<file path="config.mk">
export PLATFORM = sky130hd
export DESIGN_NAME = efws_ctrl
export DESIGN_NICKNAME = d
export VERILOG_FILES = /design/src/rtl/core/efws_pkg.sv /design/src/rtl/core/efws_ctrl.sv
export SDC_FILE = /design/constraint.sdc
export NUM_CORES = 1
export LEC_CHECK = 0
export ABC_CLOCK_PERIOD_IN_PS = 1150
export BUFFER_PORTS_ARGS = -buffer_cell sky130_fd_sc_hd__clkbuf_2
export CORE_AREA = 2 2 39 41
export DETAILED_ROUTE_END_ITERATION = 12
export DIE_AREA = 0 0 41 43
export GPL_TIMING_DRIVEN = 0
export PLACE_DENSITY = 0.34
export SETUP_SLACK_MARGIN = 0.2
export SYNTH_ARGS = -nofsm -noshare
export SYNTH_HDL_FRONTEND = slang
export SYNTH_SLANG_ARGS = --single-unit
</file>
<file path="constraint.sdc">
create_clock -name clk -period 1.15 [get_ports clk]
set_input_delay 0.23 -clock clk [delete_from_list [all_inputs] [get_ports clk]]
set_output_delay 0.23 -clock clk [all_outputs]
set_load 0.01 [all_outputs]
</file>
<file path="src/rtl/core/efws_pkg.sv">
// efws_pkg: shared sizes, constants and controller/datapath signal groups
// for the earliest-free-worker scheduler; no dependencies
package efws_pkg;

  // heap size and derived index widths
  localparam int MAX_WORKERS = 256;
  localparam int IDX_W       = $clog2(MAX_WORKERS);
  localparam int CNT_W       = $clog2(MAX_WORKERS + 1);
  localparam int CHILD_W     = IDX_W + 2;

  // field widths
  localparam int TIME_W = 63;
  localparam int DUR_W  = 32;
  localparam int CFG_W  = 9;
  localparam int WIDX_W = 8;
  localparam int KEY_W  = TIME_W + IDX_W;
  localparam int OUT_W  = ((WIDX_W + TIME_W + 7) / 8) * 8;
  localparam int OUT_PAD = OUT_W - WIDX_W - TIME_W;

  // commands from controller to datapath
  typedef struct packed {
    logic clear;  // config beat: new worker count, all workers free
    logic load;   // input beat: emit root, start sifting from the root
    logic fetch;  // read both children of the current position
    logic swap;   // move the earlier child up, descend
    logic place;  // drop the sifted entry at the current position
  } cmd_t;

  // status from datapath to controller
  typedef struct packed {
    logic out_free;    // result register empty or drained this cycle
    logic has_left;    // current position has a left child in use
    logic child_wins;  // earlier child comes before the sifted entry
  } sts_t;

endpackage

</file>
<file path="src/rtl/core/efws_ctrl.sv">
// efws_ctrl: sequencer for the heap sift-down, one level per read/compare pair
// depends on efws_pkg
module efws_ctrl (
  input  logic              clk,
  input  logic              rst,
  input  logic              s_axis_tvalid,
  output logic              s_axis_tready,
  input  logic              cfg_valid,
  output logic              cfg_ready,
  input  efws_pkg::sts_t    sts,
  output efws_pkg::cmd_t    cmd
);

  typedef enum logic [2:0] {
    S_IDLE = 3'b001,
    S_READ = 3'b010,
    S_CMP  = 3'b100
  } state_t;

  state_t state;
  state_t state_next;
  logic   idle;

  assign idle          = (state == S_IDLE);
  assign cfg_ready     = idle;
  assign s_axis_tready = idle && !cfg_valid && sts.out_free;

  // next state and commands
  always_comb begin
    state_next = state;
    cmd        = '0;
    unique case (state)
      S_IDLE: begin
        cmd.clear = cfg_valid;
        cmd.load  = s_axis_tvalid && s_axis_tready;
        if (cmd.load) begin
          state_next = S_READ;
        end
      end
      S_READ: begin
        if (sts.has_left) begin
          cmd.fetch  = 1'b1;
          state_next = S_CMP;
        end else begin
          cmd.place  = 1'b1;
          state_next = S_IDLE;
        end
      end
      S_CMP: begin
        if (sts.child_wins) begin
          cmd.swap   = 1'b1;
          state_next = S_READ;
        end else begin
          cmd.place  = 1'b1;
          state_next = S_IDLE;
        end
      end
      default: begin
        state_next = S_IDLE;
      end
    endcase
  end

  // state register
  always_ff @(posedge clk) begin
    if (rst) begin
      state <= S_IDLE;
    end else begin
      state <= state_next;
    end
  end

endmodule

</file>
==> impl_metrics.ini <==
[critical_path]
required_ps = 920
critPathArrivalTime_ps = 1220
path_cells = or3b_4 -> a21oi_2 -> buf_2
reg2reg_to = state[0]
reg2reg_slack_ps = -20
slowest_stage = or3b_4
start_kind = register
endpoint_kind = primary output
rr_worst_depth = 4
rr_startpoint = state[1]
critPathKind = reg -> out
slowest_delay_ps = 380
path_max_fanout = 5

[clock_tree]
cts_tree = yes
ctsHtreeMaxLevel = 1
cts_max_path_buffers = 2
numCtsBuffers = 3
clock-sinks = 3
clk_pin_slew_ps = 30
clock_latency_ps = 230
ctsRootBufferMaster = clkbuf_4
cts_hold_buf = 0

[final_layout]
area_growth_syn_to_layout_pct = 110
regArea_um2 = 68.8
fin_cells = 55
nNetsFinal = 47
largest_reg_flops = 3
diodes = 0
drive_above_1_share_pct = 87.2
filler_cell_count = 160
largest_register = state
fin_area_um2 = 397
multi_input_area_um2 = 144
top_regs = state x3
post-route-util_pct = 28.7

[route]
met1_length_um = 181
dr_wl_met3_um = 51
ant_nets = 0
drc_errors = 0
wl_um = 527
wl_met2_um = 282
wire_per_inst_um = 9.58
vias = 213
vias_per_cell = 3.87
top_layer_used = met4
dr.pass1.iters = 4
drt_iter0_drc = 2

[yosys]
yosys.area.top_type = dfxtp_1
yosysMostFrequentCell = dfxtp_1
netlist_instances = 18
synth-async-reset-ratio_pct = 0
synth_common_cells = dfxtp_1, a21oi_1, and4bb_2, inv_1, or3b_1
netlist_area_um2 = 189
ys_top_cells_by_area = dfxtp_1, and4bb_2, nor3b_4
synth.top_cell.area_share_pct = 31.8
synth_seq_cells = 3
ys.flop_type = dfxtp_1
ys_seq_area_share_pct = 31.8
syn_avg_cell_area_um2 = 10.5
synth-edff-count = 0
synth_nets = 25
synth_cell_types = 12
yosysWarnings = 0

[floorplanning]
io_pins = 14
coreArea_mm2 = 0.00138
die_x_um = 41
rows = 14
fp.dieH_um = 43
dieArea_mm2 = 0.00176
start_util_pct = 13.7

[global_route]
grt_pass1_vias = 173
antenna_found_initial = 0
grt_max_degree = 6
grt_use_total_pct = 6.41
grt_pass1_wl_um = 669
overflow = 0

[power_and_ir_drop]
pwr_density_cell_mw_per_mm2 = 887
ir_drop_uv = 360
switchingPower_mw = 0.0800
power_leakage_nw = 0.184
switching_share_pct = 22.7
pwr-share-clk_pct = 52.1
power_mw = 0.352
p_int_mw = 0.272
power_frac_seq_pct = 29.9
pwr-share-comb_pct = 18.0

[sta]
clock.fmax_ghz = 0.688
rsz0062_at_grt = yes
tightest_slew_ps = 263
fin_setup_tns_ps = -1500
max_slew_margin_pct = 82.4
fin_crit_ps = 1450
slew_viol_final = 0
clock-skew-final_ps = 2.82
fin_crit_sh_pct = 126
setup_ws_ps = -304
finalSetupViolCount = 8
fin_hold_ws_ps = 193
finalHoldViolations = 0

[hold_path]
hp-class = in -> reg
whs_endpoint = state[1]
min_delay_path_depth = 2
hp-start = rst

[run]
max_cap_viol_count = 0

[status]
violations = negative setup slack
status = finished, violations left

[placement]
dpl_worst_slack_ps = -72.4
place_congestion = 0.615
post-place-cells = 47
place_area_um2 = 290
numPortBuffers = 13
critical path, delay by kind of cell (launching register included):
family	cells	cell delay, ps
DFF	1	360
AOI/OAI and AO/OA	1	130
and+or+nand+nor	1	380
buffers and inverters	1	130
layer usage:
metal,vias up,GRT usage [%]
met5,-,0
li1,106,-
met1,94,6.37
met4,0,10.0
met3,2,1.57
met2,11,8.13
logic make-up after synthesis:
group           share of synthesized area, %
simple gates                            55.0
flops                                   31.8
compound gates                          9.27
buf+inv                                 3.97
power by group through the flow:
stage / clock [mW] / combinational [mW] / sequential (mW)
4_1_cts: 0.196 / 0.0452 / 0.105
3_5_place_dp: 0 / 0.0452 / 0.111
6_report: 0.183 / 0.0632 / 0.105
5_1_grt: 0.201 / 0.0675 / 0.105
3_3_place_gp: 0 / 0.0438 / 0.111
2_1_floorplan: 0 / 0.0218 / 0.110
cells in the final DEF (no fill, tap or decap), drive strengths merged:
master	count
and3b	1
and4bb	2
dfxtp	3
or3b	2
clkbuf	11
and2	1
nor2	1
inv	2
nand4b	1
a21oi	2
nor3b	1
a21o	1
buf	10
nor2b	1
final cells by class:
| type | instances | area share (%) |
|---|---|---|
| repair buffers | 17 | 32.8 |
| inverters | 2 | 1.89 |
| multi-input cells | 13 | 36.3 |
| clock buffers | 4 | 6.62 |
| well taps | 16 | 5.05 |
| flip-flops and latches | 3 | 17.4 |
repair_timing:
action / in CTS / in global routing
endpoints found under the setup margin: 9 / 9
buffers inserted: 0 / 4
gates resized for setup: 2 / 16
pin swaps: 3 / 4
worst max-delay path by stage:
stage / from / endpoint / slack (ps) / cells past startpoint
floorplan: state[2] / cmd[0] / 30 / 2
global placement: state[2] / cmd[0] / -60 / 3
detailed placement: state[2] / cmd[0] / -70 / 3
CTS: state[1] / cmd[0] / -320 / 3
global route: state[2] / cmd[0] / -350 / 3
finish: state[1] / cmd[0] / -300 / 3
No activity file was read; power rests on OpenSTA's default activity.
